==> config.mk <==
export PLATFORM = sky130hd
export DESIGN_NAME = value_list_remove_and_total_top
export DESIGN_NICKNAME = d
export VERILOG_FILES = /design/src/vlrt_pkg.sv /design/src/vlrt_mem.sv /design/src/vlrt_ctrl.sv /design/src/value_list_remove_and_total_top.sv
export SDC_FILE = /design/constraint.sdc
export NUM_CORES = 1
export LEC_CHECK = 0
export BUFFER_PORTS_ARGS = -buffer_cell sky130_fd_sc_hd__buf_2
export CORE_MARGIN = 3
export CORE_UTILIZATION = 60
export CTS_CLUSTER_DIAMETER = 150
export DETAILED_ROUTE_END_ITERATION = 7
export GPL_TIMING_DRIVEN = 0
export HOLD_SLACK_MARGIN = 0.08
export PLACE_DENSITY = 0.77
export SKIP_LAST_GASP = 1
export SLEW_MARGIN = 25
export SYNTH_ARGS = -nofsm -noshare
export SYNTH_HDL_FRONTEND = slang
export SYNTH_SLANG_ARGS = --single-unit
==> constraint.sdc <==
create_clock -name clock -period 6 [get_ports clock]
set_input_delay 0.6 -clock clock [delete_from_list [all_inputs] [get_ports clock]]
set_output_delay 0.6 -clock clock [all_outputs]
set_load 0.01 [all_outputs]
==> src/vlrt_pkg.sv <==
`timescale 1ns / 1ps
`default_nettype none
// ----------------------------------------------------------------------------
// vlrt_pkg
// Shared types and constants for the value list with remove and totals.
// ----------------------------------------------------------------------------
package vlrt_pkg;

   localparam int VALUE_W = 16;
   localparam int ENTRY_W = 15;
   localparam int COUNT_W = 6;
   localparam int TOTAL_W = 20;

   localparam logic KIND_ENTRY  = 1'b0;
   localparam logic KIND_TOTALS = 1'b1;

   typedef enum logic [1:0] {
      OP_APPEND,
      OP_REMOVE,
      OP_REPORT
   } op_type;

   // decoded command: operation and the value or magnitude it carries
   typedef struct packed {
      op_type             op;
      logic [VALUE_W-1:0] mag;
   } cmd_type;

   typedef struct packed {
      logic               kind;
      logic [ENTRY_W-1:0] entry;
      logic [COUNT_W-1:0] count;
      logic [TOTAL_W-1:0] total;
      logic               overflowed;
      logic               last;
   } rsp_type;

endpackage : vlrt_pkg
`default_nettype wire

==> src/vlrt_mem.sv <==
`timescale 1ns / 1ps
`default_nettype none
// ----------------------------------------------------------------------------
// vlrt_mem
// Entry store: one write port, one read port, registered read data.
// ----------------------------------------------------------------------------
module vlrt_mem #(
   parameter int  DEPTH  = 32,
   parameter int  DATA_W = 15,
   localparam int ADDR_W = (DEPTH > 1) ? $clog2(DEPTH) : 1
) (
   input  wire logic              clock,
   input  wire logic              we,
   input  wire logic [ADDR_W-1:0] waddr,
   input  wire logic [DATA_W-1:0] wdata,
   input  wire logic              re,
   input  wire logic [ADDR_W-1:0] raddr,
   output logic      [DATA_W-1:0] rdata
);

   logic [DATA_W-1:0] mem_ff [DEPTH];
   logic [DATA_W-1:0] rdata_ff;

   always_ff @(posedge clock) begin
      if (we) begin
         mem_ff[waddr] <= wdata;
      end
   end

   always_ff @(posedge clock) begin
      if (re) begin
         rdata_ff <= mem_ff[raddr];
      end
   end

   assign rdata = rdata_ff;

endmodule : vlrt_mem
`default_nettype wire

==> src/vlrt_ctrl.sv <==
`timescale 1ns / 1ps
`default_nettype none
// ----------------------------------------------------------------------------
// vlrt_ctrl
// Sequencer: appends, compacting remove walk and report walk over the store.
// ----------------------------------------------------------------------------
module vlrt_ctrl #(
   parameter int  CAPACITY = 32,
   localparam int ADDR_W   = (CAPACITY > 1) ? $clog2(CAPACITY) : 1
) (
   input  wire logic                              clock,
   input  wire logic                              reset,
   input  wire logic                              start,
   input  wire vlrt_pkg::cmd_type                 cmd,
   output logic                                   busy,
   output logic                                   mem_we,
   output logic [ADDR_W-1:0]                      mem_waddr,
   output logic [vlrt_pkg::ENTRY_W-1:0]           mem_wdata,
   output logic                                   mem_re,
   output logic [ADDR_W-1:0]                      mem_raddr,
   input  wire logic [vlrt_pkg::ENTRY_W-1:0]      mem_rdata,
   output logic                                   rsp_valid,
   output vlrt_pkg::rsp_type                      rsp
);
   import vlrt_pkg::*;

   localparam int FILL_W = $clog2(CAPACITY + 1);
   localparam logic [FILL_W-1:0] FILL_ONE = FILL_W'(1);
   localparam logic [FILL_W-1:0] FILL_MAX = FILL_W'(CAPACITY);

   typedef enum logic [1:0] {
      ST_IDLE,
      ST_REMOVE,
      ST_REPORT
   } state_type;

   state_type          state_ff;
   logic [FILL_W-1:0]  fill_ff;
   logic               flag_ff;
   logic [FILL_W-1:0]  idx_ff;
   logic [FILL_W-1:0]  keep_ff;
   logic               pend_ff;
   logic [VALUE_W-1:0] mag_ff;
   logic [TOTAL_W-1:0] sum_ff;
   logic               rsp_valid_ff;
   rsp_type            rsp_ff;

   logic accept;
   logic full;
   logic rd_go;
   logic keep_hit;
   logic walk_done;
   logic append_we;

   always_comb begin
      accept    = start && (state_ff == ST_IDLE);
      full      = (fill_ff == FILL_MAX);
      rd_go     = (state_ff != ST_IDLE) && (idx_ff != fill_ff);
      walk_done = !rd_go && !pend_ff;
      keep_hit  = pend_ff && (state_ff == ST_REMOVE)
                  && ({1'b0, mem_rdata} != mag_ff);
      append_we = accept && (cmd.op == OP_APPEND) && !full;
      mem_re    = rd_go;
      mem_raddr = idx_ff[ADDR_W-1:0];
      mem_we    = append_we || keep_hit;
      mem_waddr = keep_hit ? keep_ff[ADDR_W-1:0] : fill_ff[ADDR_W-1:0];
      mem_wdata = keep_hit ? mem_rdata : cmd.mag[ENTRY_W-1:0];
   end

   always_ff @(posedge clock) begin
      if (reset) begin
         state_ff     <= ST_IDLE;
         fill_ff      <= '0;
         flag_ff      <= 1'b0;
         idx_ff       <= '0;
         keep_ff      <= '0;
         pend_ff      <= 1'b0;
         rsp_valid_ff <= 1'b0;
      end else begin
         // strobe for every stored entry and for the closing totals item
         rsp_valid_ff <= (state_ff == ST_REPORT) && (pend_ff || walk_done);
         unique case (state_ff)
            ST_IDLE: begin
               if (accept) begin
                  idx_ff  <= '0;
                  keep_ff <= '0;
                  pend_ff <= 1'b0;
                  unique case (cmd.op)
                     OP_APPEND: begin
                        if (full) begin
                           flag_ff <= 1'b1;
                        end else begin
                           fill_ff <= fill_ff + FILL_ONE;
                        end
                     end
                     OP_REMOVE: begin
                        mag_ff   <= cmd.mag;
                        state_ff <= ST_REMOVE;
                     end
                     OP_REPORT: begin
                        sum_ff   <= '0;
                        state_ff <= ST_REPORT;
                     end
                     default: begin
                        state_ff <= ST_IDLE;
                     end
                  endcase
               end
            end
            ST_REMOVE: begin
               if (rd_go) begin
                  idx_ff <= idx_ff + FILL_ONE;
               end
               pend_ff <= rd_go;
               if (keep_hit) begin
                  keep_ff <= keep_ff + FILL_ONE;
               end
               if (walk_done) begin
                  fill_ff  <= keep_ff;
                  state_ff <= ST_IDLE;
               end
            end
            ST_REPORT: begin
               if (rd_go) begin
                  idx_ff <= idx_ff + FILL_ONE;
               end
               pend_ff <= rd_go;
               if (pend_ff) begin
                  // emit one stored entry and fold it into the running sum
                  rsp_ff.kind       <= KIND_ENTRY;
                  rsp_ff.entry      <= mem_rdata;
                  rsp_ff.count      <= '0;
                  rsp_ff.total      <= '0;
                  rsp_ff.overflowed <= 1'b0;
                  rsp_ff.last       <= 1'b0;
                  sum_ff            <= sum_ff + TOTAL_W'(mem_rdata);
               end
               if (walk_done) begin
                  rsp_ff.kind       <= KIND_TOTALS;
                  rsp_ff.entry      <= '0;
                  rsp_ff.count      <= COUNT_W'(fill_ff);
                  rsp_ff.total      <= sum_ff;
                  rsp_ff.overflowed <= flag_ff;
                  rsp_ff.last       <= 1'b1;
                  fill_ff           <= '0;
                  flag_ff           <= 1'b0;
                  state_ff          <= ST_IDLE;
               end
            end
            default: begin
               state_ff <= ST_IDLE;
            end
         endcase
      end
   end

   assign busy      = (state_ff != ST_IDLE);
   assign rsp_valid = rsp_valid_ff;
   assign rsp       = rsp_ff;

endmodule : vlrt_ctrl
`default_nettype wire

==> src/value_list_remove_and_total_top.sv <==
`timescale 1ns / 1ps
`default_nettype none
// ----------------------------------------------------------------------------
// value_list_remove_and_total_top
// Ordered list of positive values with append, remove-all-by-value and a
// report that lists every entry followed by a totals item, then empties the list.
// ----------------------------------------------------------------------------
//  Channel   Ports                          Handshake
//  request   req_value                      start & !busy accepts the item
//  response  rsp_kind .. rsp_last           rsp_valid strobe, one cycle each
//
//  Append: taken in the accept cycle, busy stays low.
//  Remove and report: busy while the store is walked, one read per cycle
//  through its single read port, with registered read data.
//  Report results follow one per cycle, the totals item last.
//  Synchronous reset empties the list and clears the overflow flag.
//  The receiver cannot stall; results are never held.
// ----------------------------------------------------------------------------
module value_list_remove_and_total_top #(
   parameter int CAPACITY = 32
) (
   input  wire logic                              clock,
   input  wire logic                              reset,
   input  wire logic                              start,
   output logic                                   busy,
   input  wire logic signed [vlrt_pkg::VALUE_W-1:0] req_value,
   output logic                                   rsp_valid,
   output logic                                   rsp_kind,
   output logic [vlrt_pkg::ENTRY_W-1:0]           rsp_entry,
   output logic [vlrt_pkg::COUNT_W-1:0]           rsp_count,
   output logic [vlrt_pkg::TOTAL_W-1:0]           rsp_total,
   output logic                                   rsp_overflowed,
   output logic                                   rsp_last
);
   import vlrt_pkg::*;

   localparam int ADDR_W = (CAPACITY > 1) ? $clog2(CAPACITY) : 1;

   logic [VALUE_W-1:0] raw;
   cmd_type            cmd;
   rsp_type            rsp;
   logic               mem_we;
   logic [ADDR_W-1:0]  mem_waddr;
   logic [ENTRY_W-1:0] mem_wdata;
   logic               mem_re;
   logic [ADDR_W-1:0]  mem_raddr;
   logic [ENTRY_W-1:0] mem_rdata;

   // decode the signed value into an operation and a magnitude
   always_comb begin
      raw = req_value;
      if (raw == '0) begin
         cmd.op  = OP_REPORT;
         cmd.mag = '0;
      end else if (!raw[VALUE_W-1]) begin
         cmd.op  = OP_APPEND;
         cmd.mag = raw;
      end else begin
         cmd.op  = OP_REMOVE;
         cmd.mag = ~raw + VALUE_W'(1);
      end
   end

   vlrt_ctrl #(
      .CAPACITY (CAPACITY)
   ) u_ctrl (
      .clock     (clock),
      .reset     (reset),
      .start     (start),
      .cmd       (cmd),
      .busy      (busy),
      .mem_we    (mem_we),
      .mem_waddr (mem_waddr),
      .mem_wdata (mem_wdata),
      .mem_re    (mem_re),
      .mem_raddr (mem_raddr),
      .mem_rdata (mem_rdata),
      .rsp_valid (rsp_valid),
      .rsp       (rsp)
   );

   vlrt_mem #(
      .DEPTH  (CAPACITY),
      .DATA_W (ENTRY_W)
   ) u_mem (
      .clock (clock),
      .we    (mem_we),
      .waddr (mem_waddr),
      .wdata (mem_wdata),
      .re    (mem_re),
      .raddr (mem_raddr),
      .rdata (mem_rdata)
   );

   assign rsp_kind       = rsp.kind;
   assign rsp_entry      = rsp.entry;
   assign rsp_count      = rsp.count;
   assign rsp_total      = rsp.total;
   assign rsp_overflowed = rsp.overflowed;
   assign rsp_last       = rsp.last;

   // a report or remove raises busy in the cycle after it is accepted
   a_walk_busy: assert property (@(posedge clock) disable iff (reset)
      (start && !busy && (cmd.op == OP_REPORT || cmd.op == OP_REMOVE)) |=> busy)
      else $error("walk command did not raise busy");

   // entry items carry no totals and never close a report
   a_entry_clean: assert property (@(posedge clock) disable iff (reset)
      (rsp_valid && rsp_kind == KIND_ENTRY) |->
      (rsp_count == '0 && rsp_total == '0 && !rsp_last && !rsp_overflowed))
      else $error("entry item carries totals fields");

   // entries come out only from a report walk in progress
   a_entry_in_walk: assert property (@(posedge clock) disable iff (reset)
      (rsp_valid && rsp_kind == KIND_ENTRY) |-> $past(busy))
      else $error("entry item outside a report walk");

   // the store is never read and written by an idle append in the same cycle
   a_no_append_in_walk: assert property (@(posedge clock) disable iff (reset)
      (mem_re && mem_we) |-> busy)
      else $error("store access overlap outside a walk");

endmodule : value_list_remove_and_total_top
`default_nettype wire

==> results.sh <==
export IMPL_status="complete, no violations"
export IMPL_gp_congestion=0.894
export IMPL_drv_cap=0
export IMPL_dieArea_mm2=0.0438
export IMPL_grt_overflow=0
export IMPL_cts_sinks=597
export IMPL_num_fill_cells=2391
export IMPL_ys_flop_type="edfxtp_1"
export IMPL_hold_viol_final=0
export IMPL_cts_setup_buffers=0
export IMPL_relSlewSlack_pct=32.7
export IMPL_synth_compound_area_share_pct=3.15
export IMPL_arrival_ns=3.89
export IMPL_nets=1513
export IMPL_track_usage_pct=27.2
export IMPL_path_clk_slew_ns=0.06
export IMPL_synthAdderAreaFrac_pct=1.24
export IMPL_io_buffers=63
export IMPL_syn2layout_area_growth_pct=13.6
export IMPL_worstSetupPathType="reg -> reg"
export IMPL_layout_commonest_cell="edfxtp_1"
export IMPL_synthMuxAreaShare_pct=15.7
export IMPL_async_flop_share_pct=0
export IMPL_mostFrequentLayoutCells="edfxtp_1 (574), mux4_2 (150), buf_2 (85)"
export IMPL_yosys_area_share_simple_pct=5.07
export IMPL_synth_edf_count=574
export IMPL_wl_mm=58.3
export IMPL_ff2ff_path_depth=8
export IMPL_core_area_mm2=0.0403
export IMPL_antenna_cells=0
export IMPL_tns_ns=0
export IMPL_die_w_um=209
export IMPL_grt_max_degree=33
export IMPL_drt_iter0_drc=1694
export IMPL_synth_nets=1365
export IMPL_cts_root_buf="clkbuf_16"
export IMPL_rsz0062_at_grt="false"
export IMPL_setup_viol=0
export IMPL_hp_start="req_value[13]"
export IMPL_avgSynthCellArea_um2=18.7
export IMPL_dp_hpwl_mm=37.2
export IMPL_final_util_pct=69.9
export IMPL_fin_skew_ns=0.0171
export IMPL_hold_end="u_ctrl.mag_ff[13]"
export IMPL_worstSetupEndpointType="register"
export IMPL_worst_slew_pin_slew_ns=1.01
export IMPL_drt_wirelength_per_cell_um=28.5
export IMPL_required_ns=6.25
export IMPL_vias=13400
export IMPL_synth_xor_area_share_pct=1.87
export IMPL_ys_types=67
export IMPL_r2r_end="u_mem.mem_ff[0][4]"
export IMPL_cp_max_fo=15
export IMPL_place_ws_ns=2.20
export IMPL_synth_warning_count=0
export IMPL_cts_hold_buf=0
export IMPL_worst_skew_pair_late_latency_ns=0.62
export IMPL_slew_viol_final=0
export IMPL_initial_core_util_pct=61.5
export IMPL_drt_antenna_violating_nets=0
export IMPL_worst_r2r_setup_slack_ns=2.36
export IMPL_drive_gt1_share_pct=27.7
export IMPL_power_density_mw_per_mm2=310
export IMPL_period_needed_ns=3.64
export IMPL_synth_top_family_by_area="multiplexers"
export IMPL_fmax_mhz=275
export IMPL_die_y_um=209
export IMPL_drc=0
export IMPL_r2r_start="u_mem.rdata[2]"
export IMPL_h_tree_depth=2
export IMPL_cts_tree="yes"
export IMPL_cp_start_kind="register"
export IMPL_grt_pass1_vias=13600
export IMPL_drt_pass1_iter_count=6
export IMPL_leakagePower_nw=8.92
export IMPL_grt_pass1_wl_mm=87.4
export IMPL_ys_ff_latch=597
export IMPL_p_total_mw=8.74
export IMPL_worst_hold_slack_ns=0.349
export IMPL_antenna_found_initial=2
export IMPL_io_pins=65
export IMPL_ys_seq_area_share_pct=71.4
export IMPL_holdPathStages=2
export IMPL_finalCritPeriodShare_pct=60.7
export IMPL_min_path_type="in -> reg"
export IMPL_fin_ws_ns=2.36
export IMPL_clockBufferDepth=3
export IMPL_numCtsBuffers=57
export IMPL_viasPerCell=6.57
export IMPL_rows=73
export IMPL_postSynthCellCount=1322
export IMPL_ir_drop_uv=262
export IMPL_cts_resized=0
export IMPL_syn_area_mm2=0.0248
==> critical path, cell delays in order (launching register included) <==
cell and delay, ns:
edfxtp_1 0.50, xor2_1 0.18, nor4_1 0.34, nand4_1 0.32, nand3_1 0.17, buf_2 0.27, buf_2 0.34, mux2i_1 0.32
nor2_2 0.80
==> stage by stage <==
stage / std cells / cell area [um^2]
final: 2043 / 28200
after global placement: 1910 / 25800
after global routing: 2043 / 28200
after detailed placement: 1936 / 26200
after floorplan: 1322 / 24800
after CTS: 2043 / 28100
==> sequential cells by signal, indices dropped and copies added (netlist names), 2 cells and up <==
signal and count:
u_ctrl.mag_ff 16, u_mem.rdata 15, u_ctrl.sum_ff 20, u_ctrl.rsp 43, u_ctrl.state_ff 2, u_ctrl.fill_ff 6, u_ctrl.idx_ff 6, u_ctrl.keep_ff 6
u_mem.mem_ff 480
==> worst max-delay path by stage <==
stage,startpoint,to,slack (ns),cells after the start
finish,u_mem.rdata[2],u_mem.mem_ff[0][4],2.36,8
global route,u_mem.rdata[2],u_mem.mem_ff[0][7],2.09,8
CTS,u_mem.rdata[2],u_mem.mem_ff[3][8],2.33,9
detailed placement,req_value[0],u_ctrl.sum_ff[3],2.20,11
global placement,u_ctrl.fill_ff[4],u_ctrl.rsp[33],-1.0,6
floorplan,u_ctrl.fill_ff[1],u_ctrl.rsp[10],0.57,6
==> synthesized netlist by cell type (all sizes together) (6+ instances only) <==
cell      n  share of area (%)
edfxtp  574                 70
mux4    150                 14
nor2     86                1.3
clkbuf   45               0.68
xor2     32                1.1
mux2     31                1.4
buf      30               0.62
o21ai    28               0.57
nand2    26               0.39
and2     24               0.61
dfxtp    23                1.9
ha       23                1.2
xnor2    21               0.74
a21oi    20               0.40
inv      20               0.30
nor2b    19               0.48
nor3     19               0.40
nand3    16               0.32
mux2i    15               0.61
nand4    14               0.38
nand2b   10               0.25
and3      8               0.20
or3       8               0.20
a211oi    7               0.21
o31ai     7               0.21
a31oi     6               0.15
o21a      6               0.21
o41ai     6               0.21
==> report_power, final <==
group / internal (mW) / leakage (nW) / switching [mW]
sequential: 4.65 / 5.37 / 0.0131
clock: 2.21 / 0.952 / 1.52
combinational: 0.0918 / 2.60 / 0.250
==> cell families (layout without fill, tap and decap cells) <==
kind of cell | count (synthesis) | count (layout)
mux | 196 | 196
xor+xnor | 53 | 53
flops | 597 | 597
fa+ha+maj | 24 | 24
simple gates | 246 | 246
compound gates | 111 | 111
buf+inv | 95 | 291
==> layout make-up <==
type                    instances  area (um^2)  share of cell area [%]
flip-flops and latches        597        17700                    62.9
plain buffers                  75          324                    1.15
clock inverters                34          445                    1.58
inverters                      20         75.1                   0.267
well taps                     525          657                    2.33
multi-input cells             630         6890                    24.5
repair buffers                 89          553                    1.96
clock buffers                  73         1510                    5.36
==> metal layers <==
layer	up-vias	share of wire (%)	track usage, %
li1	5652	-	-
met1	6839	38	38.3
met2	805	48	42.6
met3	119	9.5	4.68
met4	2	4.4	12.2
met5	-	0.022	0
Power figures use the tool's default switching activity.
